**config.mk**
```make
export PLATFORM = sky130hd
export DESIGN_NAME = switch_debounce_action_modes
export DESIGN_NICKNAME = d
export VERILOG_FILES = /design/src/sdam_pkg.sv /design/src/switch_debounce_action_modes.sv
export SDC_FILE = /design/constraint.sdc
export NUM_CORES = 1
export LEC_CHECK = 0
export BUFFER_PORTS_ARGS = -buffer_cell sky130_fd_sc_hd__buf_2
export CAP_MARGIN = 20
export CORE_MARGIN = 4
export CORE_UTILIZATION = 60
export DETAILED_ROUTE_END_ITERATION = 10
export PLACE_DENSITY = 0.9
export RECOVER_POWER = 100
export SLEW_MARGIN = 20
export SYNTH_ARGS = -nofsm -noshare
export SYNTH_HDL_FRONTEND = slang
export SYNTH_SLANG_ARGS = --single-unit
```
**constraint.sdc**
```tcl
create_clock -name clk -period 5.6 [get_ports clk]
set_input_delay 0.56 -clock clk [delete_from_list [all_inputs] [get_ports clk]]
set_output_delay 0.56 -clock clk [all_outputs]
set_load 0.005 [all_outputs]
```
**src/sdam_pkg.sv**
```systemverilog
// Package for the switch debouncer with action modes.
// Holds widths, register indexes and mode codes shared by the RTL and the checker.
// No dependencies.
package sdam_pkg;

    // Sizing of stored state
    localparam int MAX_POSITIONS   = 16;
    localparam int TICK_COUNT_BITS = 16;
    localparam int POS_W           = $clog2(MAX_POSITIONS);

    // Fixed register widths
    localparam int MODE_W   = 2;
    localparam int DEB_W    = 16;
    localparam int COUNT_W  = 5;
    localparam int CFG_W    = 16;
    localparam int CFG_IDX_W = 2;

    // Width used to compare the stable counter with the debounce delay
    localparam int CMP_W = (TICK_COUNT_BITS > DEB_W) ? TICK_COUNT_BITS : DEB_W;
    // Width used for position limit arithmetic
    localparam int LIM_W = (COUNT_W > POS_W + 1) ? COUNT_W : POS_W + 1;

    // Register indexes
    localparam logic [CFG_IDX_W-1:0] REG_ACTION_MODE    = 2'd0;
    localparam logic [CFG_IDX_W-1:0] REG_ACTIVE_LEVEL   = 2'd1;
    localparam logic [CFG_IDX_W-1:0] REG_DEBOUNCE_TICKS = 2'd2;
    localparam logic [CFG_IDX_W-1:0] REG_POSITION_COUNT = 2'd3;

    // Action mode codes; the unused code behaves as momentary
    localparam logic [MODE_W-1:0] MODE_MOMENTARY = 2'd0;
    localparam logic [MODE_W-1:0] MODE_TOGGLE    = 2'd1;
    localparam logic [MODE_W-1:0] MODE_CIRCULAR  = 2'd2;

    // Input commands
    localparam logic CMD_TICK    = 1'b0;
    localparam logic CMD_SET_POS = 1'b1;

    // Register reset values
    localparam logic [MODE_W-1:0]  RST_ACTION_MODE    = MODE_MOMENTARY;
    localparam logic               RST_ACTIVE_LEVEL   = 1'b1;
    localparam logic [DEB_W-1:0]   RST_DEBOUNCE_TICKS = 16'd50;
    localparam logic [COUNT_W-1:0] RST_POSITION_COUNT = 5'd2;

    // Event flags carried with each result
    typedef struct packed {
        logic pos;
        logic toggle;
        logic level;
    } flags_t;

endpackage

```
**src/switch_debounce_action_modes.sv**
```systemverilog
// Switch debouncer with momentary, toggle and circular action modes.
//
// Usage:
//   Input channel (in_valid / in_stall) takes one request per cycle unless stalled: either a
//   sample tick with the raw pin level (command = tick) or a set-position
//   request (command = set position, new_position). Every request gives
//   exactly one result on the output channel (out_valid / out_stall) with
//   switch_on, position and the three event flags.
//   A request accepted into the input register moves on to the result
//   register when that register is free. Throughput is one request per cycle
//   while the output does not stall; the state update for a request is one level
//   of logic between the input register and the result register.
//   When the receiver stalls, the result register holds; one more request can
//   wait in the input register, after which in_stall rises until the output
//   drains.
//   Reset clears both pipeline valids, the debounce state, the position and
//   the flags, and loads the register defaults (momentary mode, active level
//   high, 50 ticks of debounce, two positions).
//   Configuration writes (cfg_we, cfg_index, cfg_data) take effect at the next
//   edge and must only be issued while the block is idle.
// Depends on sdam_pkg.
module switch_debounce_action_modes (
    input  logic                          clk,
    input  logic                          rst_n,
    // request channel
    input  logic                          in_valid,
    output logic                          in_stall,
    input  logic                          command,
    input  logic                          raw_level,
    input  logic [sdam_pkg::POS_W-1:0]    new_position,
    // result channel
    output logic                          out_valid,
    input  logic                          out_stall,
    output logic                          switch_on,
    output logic [sdam_pkg::POS_W-1:0]    position,
    output logic                          level_changed,
    output logic                          toggled,
    output logic                          position_changed,
    // configuration port
    input  logic                          cfg_we,
    input  logic [sdam_pkg::CFG_IDX_W-1:0] cfg_index,
    input  logic [sdam_pkg::CFG_W-1:0]    cfg_data
);
    import sdam_pkg::*;

    // Configuration registers
    logic [MODE_W-1:0]  action_mode_reg;
    logic               active_level_reg;
    logic [DEB_W-1:0]   debounce_ticks_reg;
    logic [COUNT_W-1:0] position_count_reg;

    // Input stage
    logic               in_valid_reg;
    logic               command_reg;
    logic               raw_level_reg;
    logic [POS_W-1:0]   new_position_reg;

    // Debounce and action state
    logic                       last_pressed_reg, last_pressed_next;
    logic                       accepted_reg, accepted_next;
    logic [TICK_COUNT_BITS-1:0] stable_reg, stable_next;
    logic                       on_reg, on_next;
    logic [POS_W-1:0]           pos_reg, pos_next;
    flags_t                     flags_reg, flags_next;

    // Result stage
    logic               out_valid_reg;
    logic               out_on_reg;
    logic [POS_W-1:0]   out_pos_reg;
    flags_t             out_flags_reg;

    logic               out_free;
    logic               advance;
    logic               in_accept;

    logic               pressed;
    logic               rise;
    logic               fall;
    logic               settled;
    logic [LIM_W-1:0]   pos_limit;
    logic [LIM_W-1:0]   pos_inc;

    // Handshake: the result register frees when empty or taken
    assign out_free  = !out_valid_reg || !out_stall;
    assign advance   = in_valid_reg && out_free;
    assign in_stall  = in_valid_reg && !out_free;
    assign in_accept = in_valid && !in_stall;

    // Configuration writes
    always_ff @(posedge clk or negedge rst_n)
    begin
        if (!rst_n)
        begin
            action_mode_reg    <= RST_ACTION_MODE;
            active_level_reg   <= RST_ACTIVE_LEVEL;
            debounce_ticks_reg <= RST_DEBOUNCE_TICKS;
            position_count_reg <= RST_POSITION_COUNT;
        end
        else if (cfg_we)
        begin
            case (cfg_index)
                REG_ACTION_MODE:    action_mode_reg    <= cfg_data[MODE_W-1:0];
                REG_ACTIVE_LEVEL:   active_level_reg   <= cfg_data[0];
                REG_DEBOUNCE_TICKS: debounce_ticks_reg <= cfg_data[DEB_W-1:0];
                REG_POSITION_COUNT: position_count_reg <= cfg_data[COUNT_W-1:0];
                default:            ;
            endcase
        end
    end

    // Capture the request
    always_ff @(posedge clk or negedge rst_n)
    begin
        if (!rst_n)
        begin
            in_valid_reg <= 1'b0;
        end
        else if (in_accept)
        begin
            in_valid_reg <= 1'b1;
        end
        else if (advance)
        begin
            in_valid_reg <= 1'b0;
        end
    end

    always_ff @(posedge clk)
    begin
        if (in_accept)
        begin
            command_reg      <= command;
            raw_level_reg    <= raw_level;
            new_position_reg <= new_position;
        end
    end

    // Position wrap point, capped at the position store size
    always_comb
    begin
        if (LIM_W'(position_count_reg) > LIM_W'(MAX_POSITIONS))
        begin
            pos_limit = LIM_W'(MAX_POSITIONS);
        end
        else
        begin
            pos_limit = LIM_W'(position_count_reg);
        end
    end

    assign pressed = (raw_level_reg == active_level_reg);
    assign pos_inc = LIM_W'(pos_reg) + LIM_W'(1);

    // Next state for the request in the input register
    always_comb
    begin
        last_pressed_next = last_pressed_reg;
        accepted_next     = accepted_reg;
        stable_next       = stable_reg;
        on_next           = on_reg;
        pos_next          = pos_reg;
        flags_next        = flags_reg;
        rise              = 1'b0;
        fall              = 1'b0;
        settled           = 1'b0;

        if (command_reg == CMD_SET_POS)
        begin
            // load the position if in range, hold the flags
            if (LIM_W'(new_position_reg) < pos_limit)
            begin
                pos_next = new_position_reg;
            end
        end
        else
        begin
            flags_next = '0;
            // restart or advance the saturating stable counter
            if (pressed != last_pressed_reg)
            begin
                stable_next = '0;
            end
            else if (stable_reg != {TICK_COUNT_BITS{1'b1}})
            begin
                stable_next = stable_reg + TICK_COUNT_BITS'(1);
            end

            settled = (CMP_W'(stable_next) >= CMP_W'(debounce_ticks_reg));
            rise    = pressed && !accepted_reg;
            fall    = !pressed && accepted_reg;

            if (settled)
            begin
                case (action_mode_reg)
                    MODE_TOGGLE:
                    begin
                        if (rise)
                        begin
                            on_next           = !on_reg;
                            flags_next.toggle = 1'b1;
                        end
                    end
                    MODE_CIRCULAR:
                    begin
                        if (rise)
                        begin
                            if (pos_inc >= pos_limit)
                            begin
                                pos_next = '0;
                            end
                            else
                            begin
                                pos_next = pos_inc[POS_W-1:0];
                            end
                            on_next        = 1'b1;
                            flags_next.pos = 1'b1;
                        end
                        if (fall)
                        begin
                            on_next = 1'b0;
                        end
                    end
                    default:
                    begin
                        on_next          = pressed;
                        flags_next.level = (pressed != accepted_reg);
                    end
                endcase
                accepted_next = pressed;
            end
            last_pressed_next = pressed;
        end
    end

    // Commit state as the request moves to the result register
    always_ff @(posedge clk or negedge rst_n)
    begin
        if (!rst_n)
        begin
            last_pressed_reg <= 1'b0;
            accepted_reg     <= 1'b0;
            stable_reg       <= '0;
            on_reg           <= 1'b0;
            pos_reg          <= '0;
            flags_reg        <= '0;
        end
        else if (advance)
        begin
            last_pressed_reg <= last_pressed_next;
            accepted_reg     <= accepted_next;
            stable_reg       <= stable_next;
            on_reg           <= on_next;
            pos_reg          <= pos_next;
            flags_reg        <= flags_next;
        end
    end

    // Result register
    always_ff @(posedge clk or negedge rst_n)
    begin
        if (!rst_n)
        begin
            out_valid_reg <= 1'b0;
        end
        else if (out_free)
        begin
            out_valid_reg <= in_valid_reg;
        end
    end

    always_ff @(posedge clk)
    begin
        if (advance)
        begin
            out_on_reg    <= on_next;
            out_pos_reg   <= pos_next;
            out_flags_reg <= flags_next;
        end
    end

    assign out_valid        = out_valid_reg;
    assign switch_on        = out_on_reg;
    assign position         = out_pos_reg;
    assign level_changed    = out_flags_reg.level;
    assign toggled          = out_flags_reg.toggle;
    assign position_changed = out_flags_reg.pos;

endmodule

```
# Yosys cells after proc, flatten, opt, wreduce, memory -nomap -nowiden
# Cells that the tools add are included.
[word_totals]
regBits = 66
input_bits = 29
output_inout_bits = 10
[op_classes]
n_addsub = 2
order_cmp = 4
n_eq_ne = 9
muxes = 24
bitwise_logic = 1
n_reduce_logical = 22
[ops]
columns = ["op", "count"]
rows = [
  ["$mux W16", 3],
  ["$mux W4", 6],
  ["$add A16 B1 Y16 const B", 1],
  ["$ge A16 B16 Y1", 1],
  ["$ne A16 B16 Y1 const B", 1],
  ["$mux W1", 11],
  ["$reduce_and A2 Y1", 5],
  ["$logic_not A1 Y1", 7],
  ["$eq A2 B2 Y1 const B", 3],
  ["$mux W3", 2],
  ["$add A4 B1 Y5 const B", 1],
  ["$ge A5 B5 Y1", 1],
  ["$gt A5 B5 Y1 const B", 1],
  ["$logic_and A1 B1 Y1", 5],
  ["$lt A4 B5 Y1", 1],
  ["$mux W5", 1],
  ["$eq A2 B1 Y1 const B", 2],
  ["$reduce_and A3 Y1", 1],
  ["$logic_not A2 Y1", 1],
  ["$ne A1 B1 Y1", 2],
  ["$pmux W1 S2", 1],
  ["$reduce_bool A2 Y1", 1],
  ["$reduce_or A2 Y1", 1],
  ["$eq A1 B1 Y1", 1],
  ["other kinds (2)", 2],
]

# Logic depth before layout (Yosys ltp)
# Gate-level depths: netlist (run 1).
[depth]
ltp_word = 8
depth_mapped = 15
ltp_nobuf = 13

# Worst setup path after synthesis (run 1)
# Ideal clock, no wire load.
[synth_timing]
path_kind = "register to register"
start = "register stable_reg[3]"
end = "register pos_reg[1]"
arrival_time_ns = 3.948
setup_slack_ns = 1.526
path_stages_with_launch = 16
n_path_buf = 2
period_less_slack_ns = 4.074
path_cell_list = "dfrtp_1 -> clkbuf_1 -> and4_1 -> and4_1 -> buf_2 -> and3_1 -> and3_1 -> a31o_2 -> nor2_1 -> ha_1 -> nand4_2 -> or4_1 -> o32a_1 -> a21oi_4 -> mux2_1 -> a221o_1"
[synth_via]
elab_chain_cells = 7
elab_cells_between_ends = 8
[synth_lines]
columns = ["element", "line", "source"]
rows = [
  ["from (decl)", "switch_debounce_action_modes.sv:61", "logic [TICK_COUNT_BITS-1:0] stable_reg, stable_next;"],
  ["from (signal assigned)", "switch_debounce_action_modes.sv:251", "stable_reg <= stable_next;"],
  ["$add A16 B1 Y16 / $ne A16 B16 Y1 (equally long branches)", "switch_debounce_action_modes.sv:185, switch_debounce_action_modes.sv:183", ""],
  ["$mux W16 *", "switch_debounce_action_modes.sv:183", "else if (stable_reg != {TICK_COUNT_BITS{1'b1}})"],
  ["$mux W16 *", "switch_debounce_action_modes.sv:179", "if (pressed != last_pressed_reg)"],
  ["$mux W16 *", "switch_debounce_action_modes.sv:167", "if (command_reg == CMD_SET_POS)"],
  ["$ge A16 B16 Y1 *", "switch_debounce_action_modes.sv:188", "settled = (CMP_W'(stable_next) >= CMP_W'(debounce_ticks_reg));"],
  ["$mux W4 *", "switch_debounce_action_modes.sv:192", "if (settled)"],
  ["$mux W4 *", "switch_debounce_action_modes.sv:167", ""],
  ["to (signal assigned)", "switch_debounce_action_modes.sv:253", "pos_reg <= pos_next;"],
  ["to (decl)", "switch_debounce_action_modes.sv:63", "logic [POS_W-1:0] pos_reg, pos_next;"],
]
# Mark *: on every way between the ends. The rest lies on a longest branch, timed or not. The select of a mux whose other input is x is not followed.
# A chain may end at the register's enable or synchronous reset.

# Worst setup path after layout (run 1)
[layout_timing]
start = "register stable_reg[3]"
end = "register out_pos_reg[2] (netlist: position[2]) (data pin)"
[layout_via]
elab_chain_cells = 7
elab_cells_between_ends = 8
[layout_lines]
columns = ["element", "line", "source"]
rows = [
  ["$add A16 B1 Y16 / $ne A16 B16 Y1 (equally long branches)", "switch_debounce_action_modes.sv:185, switch_debounce_action_modes.sv:183", ""],
  ["$mux W16 *", "switch_debounce_action_modes.sv:183", ""],
  ["$mux W16 *", "switch_debounce_action_modes.sv:179", ""],
  ["$mux W16 *", "switch_debounce_action_modes.sv:167", ""],
  ["$ge A16 B16 Y1 *", "switch_debounce_action_modes.sv:188", ""],
  ["$mux W4 *", "switch_debounce_action_modes.sv:192", ""],
  ["$mux W4 *", "switch_debounce_action_modes.sv:167", ""],
  ["net pos_next[2]", "switch_debounce_action_modes.sv:63", ""],
  ["to (signal assigned)", "switch_debounce_action_modes.sv:276", "out_pos_reg <= pos_next;"],
  ["to (decl)", "switch_debounce_action_modes.sv:69", "logic [POS_W-1:0] out_pos_reg;"],
]
# The timed path passes the listed nets; every way through them passes the cells marked *. The select of a mux whose other input is x is not followed.

==> results of run 1 <==
[per-layer routing]
metal	share of wire	vias to the layer above	global-route usage
li1	-	1515	-
met1	0.46	1498	0.321
met2	0.45	118	0.343
met3	0.064	17	0.0562
met4	0.021	0	0.0866
met5	0	-	0
[report_power, final]
part	switching (W)	internal, W	leakage (nW)	total, W
Clock	0.000182	0.000249	0.110	0.000430
Sequential	0.0000598	0.000565	0.777	0.000625
Combinational	0.000264	0.000196	1.12	0.000459
Total	0.000505	0.00101	2.01	0.00151
[how the worst max path moves through the flow]
stage	to	cells after the start	slack (ns)
2_1_floorplan	pos_reg[1]	15	1.53
6_report	position[2]	13	0.69
5_1_grt	pos_reg[1]	13	0.52
3_3_place_gp	pos_reg[1]	13	1.39
3_5_place_dp	pos_reg[1]	13	1.20
4_1_cts	pos_reg[1]	13	1.16
[stage by stage]
step,hold WS (ns),utilization,std cells,power (W),setup WS (ns)
after floorplan,0.264,-,402,0.000950,1.53
after global placement,0.458,0.661,506,0.00105,1.39
after detailed placement,0.466,0.661,506,0.00108,1.20
after CTS,0.353,0.693,522,0.00152,1.16
after global routing,0.369,0.688,522,0.00161,0.520
final,0.384,0.688,522,0.00151,0.695
[logic make-up (layout without fill, tap and decap cells)]
logic type / count (synthesis) / count (layout)
compound gates: 83 / 83
buf+inv: 44 / 87
simple gates: 125 / 125
fa+ha+maj: 31 / 31
mux: 38 / 38
xor+xnor: 15 / 15
flops: 66 / 66
[area by class of cell]
cell class                 instances  area, um^2
multi-input combinational        292        2080
fill                             440        2000
sequential                        66        1730
timing repair buffer              40         193
clock buffer                      10         128
inverter                          31         116
tap                               77        96.3
clock inverter                     6        81.3
[cells in the mapped netlist, drive strengths merged, types with 2 or more instances]
| master | number |
|---|---|
| nand3b | 4 |
| a21oi | 23 |
| o22a | 2 |
| ha | 31 |
| o21ai | 27 |
| o31ai | 5 |
| edfxtp | 14 |
| nand2 | 37 |
| mux2i | 11 |
| mux2 | 27 |
| dfstp | 5 |
| a221oi | 2 |
| nor3 | 2 |
| and2 | 3 |
| xor2 | 9 |
| o211ai | 2 |
| dfrtp | 47 |
| nand4 | 5 |
| nor2 | 31 |
| nand2b | 5 |
| a31oi | 6 |
| inv | 31 |
| nand3 | 13 |
| nor4b | 2 |
| or3 | 3 |
| nor2b | 3 |
| buf | 2 |
| or4 | 2 |
| clkbuf | 11 |
| o21a | 4 |
| and4 | 2 |
| xnor2 | 6 |
| a211o | 2 |
| nor3b | 4 |
| and3 | 6 |
==> metrics.cfg, run 1 <==
[run_status]
status = finished with violations
violations = max-capacitance violations, max-slew violations

[yosys]
syn_nets = 462
ys.flop_type = dfrtp_1
synth_top_area_share = 0.295
yosys.area_share.simple = 0.159
yosysWarnings = 0
synth_compound_area_frac = 0.133
synth-async-reset-ratio = 0.788
synth_enable_flop_cells = 14
ys_seq_elements = 66
ys_types = 56
synthMuxAreaShare = 0.104
synth_area_leaders = dfrtp_1, edfxtp_1, ha_1, mux2_2, nand2_1
synth_fa_ha_area_frac = 0.0972
synth_top_family_by_area = simple AND/OR/NAND/NOR gates
synthCells = 402
ys_seq_area_frac = 0.433
syn-cell-area_um2 = 3990
syn_area_per_cell_um2 = 9.93
yosysTopAreaCell = dfrtp_1
synth_xor_area_frac = 0.0329

[timing]
finalHoldViolCount = 0
fin_skew_ns = 0.00887
setup_viol = 0
tightest_slew_ns = 2.81
maxSlewViolCount = 53
setup_tns_ns = 0
rsz0062_at_grt = no
finalCriticalPeriod_ns = 4.91
slew_headroom = -0.876
max_freq_ghz = 0.204
fin_crit_sh = 0.876

[worst_setup_path]
timing.rr.start = stable_reg[3]
cp-end-kind = flip-flop
critPathLaunchType = flip-flop
cp_slowest_cell = a21oi_1
path_cells = and4_1, and4_1, a31oi_2, nand2_1, xor2_1, nor2_1, ha_1, nand4_1, or4_1, o32a_1, a21oi_1, a211oi_1, a211o_1
criticalPathCategory = flip-flop to flip-flop
r2r_cells = 13
crit_path_frequent_cell = and4_1
critPathRequiredTime_ns = 5.69
cp-startpoint = stable_reg[3]
worst_path_largest_cell_delay_ns = 0.73
rrSetupSlack_ns = 0.69
reg2reg_to = position[2]
arrival_ns = 5.00
critPathMaxFanout = 10
path_buf_inv = 0
cp_top_family = compound AO/OA/AOI/OAI gates

[clocking]
cts_hold_buf = 0
clock_sinks = 66
cts_resized = 0
ctsHtreeMaxLevel = 3
cts_root_buf = clkbuf_8
clock_latency_ns = 0.34
numCtsBuffers = 9
cts_tree = built
clkSlewWorstSetupHoldPaths_ns = 0.08
cts_max_path_buffers = 2
post_cts_buffers = 0

[detailed_routing]
drc = 0
viasPerCell = 6.03
route.vias.total = 3148
first_iter_violations = 355
routedWlPerCell_um = 16.2
antenna_left = 0
routed_wl_mm = 8.48
firstDrtPassIters = 5

[place]
place_area_um2 = 4240
port_buffers = 38
globalplace.congestion = 0.897
dp.final_hpwl_mm = 6.14

[global_routing]
grt_max_degree = 53
antenna_found_initial = 0
track_usage = 0.229
grt_pass1_wl_mm = 14.2
overflow = 0
grt_pass1_vias = 3037

[layout]
drive_above_1_share = 0.184
layout_common_cells = dfrtp_1, nand2_1
diodes = 0
final_nets = 500
layout_commonest_cell = dfrtp_1
finalInstanceArea_um2 = 4420
area.growth.synth_to_final_pct = 10.7

[worst_hold_path]
min_path_type = primary input to flip-flop
whs_endpoint = raw_level_reg
min_from = raw_level
min_delay_path_depth = 1

[power]
powerDensity_nw_per_um2 = 343
p_leak_nw = 2.01
irDropWorstVdd_v = 0.000260

[floorplanning]
dieWidth_um = 89.6
num_io_pins = 39
dieArea_um2 = 8020
die_height_um = 89.6
core_area_um2 = 6420
start_util = 0.621
placementRows = 29

[run]
max_cap_violations = 1

Power figures use the tool's default switching activity.
==> run 2: changes to the inputs <==
--- a/config.mk
+++ b/config.mk
@@ -8,9 +8,9 @@
 export BUFFER_PORTS_ARGS = -buffer_cell sky130_fd_sc_hd__buf_2
 export CAP_MARGIN = 20
 export CORE_MARGIN = 4
-export CORE_UTILIZATION = 60
+export CORE_UTILIZATION = 50
 export DETAILED_ROUTE_END_ITERATION = 10
-export PLACE_DENSITY = 0.9
+export PLACE_DENSITY = 0.78
 export RECOVER_POWER = 100
 export SLEW_MARGIN = 20
 export SYNTH_ARGS = -nofsm -noshare
==> run 2 against run 1 <==
Compared with the run above: the run still ends with max-capacitance violations, max-slew violations left; flip-flop and latch count stayed put; register-to-register slack improved by 0.07 ns; first-iteration DRC count down 30%; clock skew increased by 0.0022 ns; worst setup slack gained 0.071 ns; clock power down 19%; final cell count grew 4.8%; combinational power decreased by 2%; non-clock buffer count unchanged; power fell by 6.0%; critical path type unchanged.
==> metrics.cfg, run 2 (synthesized netlist as in run 1, its figures left out) <==
[run_status]
status = finished with violations
violations = max-capacitance violations, max-slew violations

[power]
powerDensity_nw_per_um2 = 322
irDropWorstVdd_v = 0.000176
p_int_w = 0.000931
seqPwrFrac = 0.439
netSwitchingPower_w = 0.000491
clockPowerShare = 0.245
p_leak_nw = 1.99
power_frac_comb = 0.316
switching_share = 0.345
power_w = 0.00142

[layout]
final_nets = 500
fillers = 646
layout_commonest_cell = dfrtp_1
multi_input_area_um2 = 2080
area.growth.synth_to_final_pct = 10.6
drive_above_1_share = 0.189
layout_common_cells = dfrtp_1, nand2_1, buf_2
regArea_um2 = 1730
diodes = 0

[timing]
setup_viol = 0
max_freq_ghz = 0.207
rsz0062_at_grt = no
maxSlewViolCount = 53
fin_crit_sh = 0.863
fin_skew_ns = 0.0111
setup_tns_ns = 0
finalCriticalPeriod_ns = 4.83
finalHoldViolCount = 0
slew_headroom = -0.882
tightest_slew_ns = 2.82

[place]
dp.final_hpwl_mm = 5.88
port_buffers = 38
globalplace.congestion = 0.840

[worst_setup_path]
cp-end-kind = flip-flop
arrival_ns = 5.06
cp-startpoint = stable_reg[3]
reg2reg_to = pos_reg[1]
criticalPathCategory = flip-flop to flip-flop
critPathLaunchType = flip-flop
rrSetupSlack_ns = 0.77
timing.rr.start = stable_reg[3]
critPathRequiredTime_ns = 5.82
critPathMaxFanout = 10
r2r_cells = 13

[clocking]
clock_sinks = 66
cts_resized = 0
cts_max_path_buffers = 2
clkSlewWorstSetupHoldPaths_ns = 0.08
cts_tree = built
post_cts_buffers = 0
cts_hold_buf = 0
clock_latency_ns = 0.34
cts_root_buf = clkbuf_8
ctsHtreeMaxLevel = 3
numCtsBuffers = 9

[run]
max_cap_violations = 1

[detailed_routing]
first_iter_violations = 247
routedWlPerCell_um = 14.8
antenna_left = 0
routed_wl_mm = 8.10
firstDrtPassIters = 5
viasPerCell = 5.64
drc = 0
route.vias.total = 3087

[global_routing]
overflow = 0
grt_max_degree = 53
grt_pass1_vias = 3001
antenna_found_initial = 0
track_usage = 0.180
grt_pass1_wl_mm = 14.1

[floorplanning]
num_io_pins = 39
die_height_um = 97.3
dieArea_um2 = 9480
core_area_um2 = 7730
placementRows = 32
start_util = 0.517
dieWidth_um = 97.3

[worst_hold_path]
min_path_type = primary input to flip-flop
min_delay_path_depth = 1
min_from = raw_level
whs_endpoint = raw_level_reg

[run 2: worst max path at each step]
stage,slack (ns),depth (start not counted),endpoint
floorplan,1.53,15,pos_reg[1]
global placement,1.36,13,pos_reg[1]
detailed placement,1.23,13,pos_reg[1]
CTS,1.20,13,pos_reg[1]
global route,0.47,13,pos_reg[1]
finish,0.77,13,pos_reg[1]
[run 2: metrics by stage]
| step | util | hold slack [ns] | cells | setup WS [ns] | area [um^2] |
|---|---|---|---|---|---|
| final | 0.571 | 0.392 | 547 | 0.766 | 4420 |
| after global routing | 0.571 | 0.382 | 547 | 0.466 | 4420 |
| after global placement | 0.553 | 0.454 | 531 | 1.36 | 4270 |
| after detailed placement | 0.553 | 0.464 | 531 | 1.23 | 4270 |
| after CTS | 0.575 | 0.359 | 547 | 1.20 | 4450 |
| after floorplan | - | 0.264 | 402 | 1.53 | 3990 |
[run 2: final cells by class]
| class | count | area share |
|---|---|---|
| multi-input combinational | 292 | 0.470 |
| sequential | 66 | 0.391 |
| timing repair buffer | 40 | 0.0442 |
| clock buffer | 11 | 0.0320 |
| tap | 102 | 0.0289 |
| inverter | 31 | 0.0264 |
| clock inverter | 5 | 0.00680 |
[run 2: critical path, stage by stage, from the launching register on]
cell and delay, ns:
dfrtp_1 0.50, and4_1 0.33, and4_1 0.46, and3_1 0.28, and3_1 0.23, a31o_2 0.18, nor2_1 0.04, ha_1 0.29
nand4_1 0.13, or4_1 0.54, o32a_1 0.34, a21oi_1 0.74, mux2_1 0.39, a221o_1 0.26
[run 2: power groups by stage]
| stage | Clock [W] | Combinational [W] | Sequential [W] |
|---|---|---|---|
| 2_1_floorplan | 0 | 0.000336 | 0.000614 |
| 3_3_place_gp | 0 | 0.000425 | 0.000628 |
| 3_5_place_dp | 0 | 0.000442 | 0.000631 |
| 4_1_cts | 0.000355 | 0.000453 | 0.000623 |
| 5_1_grt | 0.000379 | 0.000513 | 0.000633 |
| 6_report | 0.000349 | 0.000450 | 0.000624 |
[run 2: metal layers]
metal	part of all wire	wire length (um)	GRT usage
met4	0.018	146	0.0777
met5	0	0	0
met1	0.49	3940	0.250
met3	0.048	389	0.0380
met2	0.45	3620	0.272
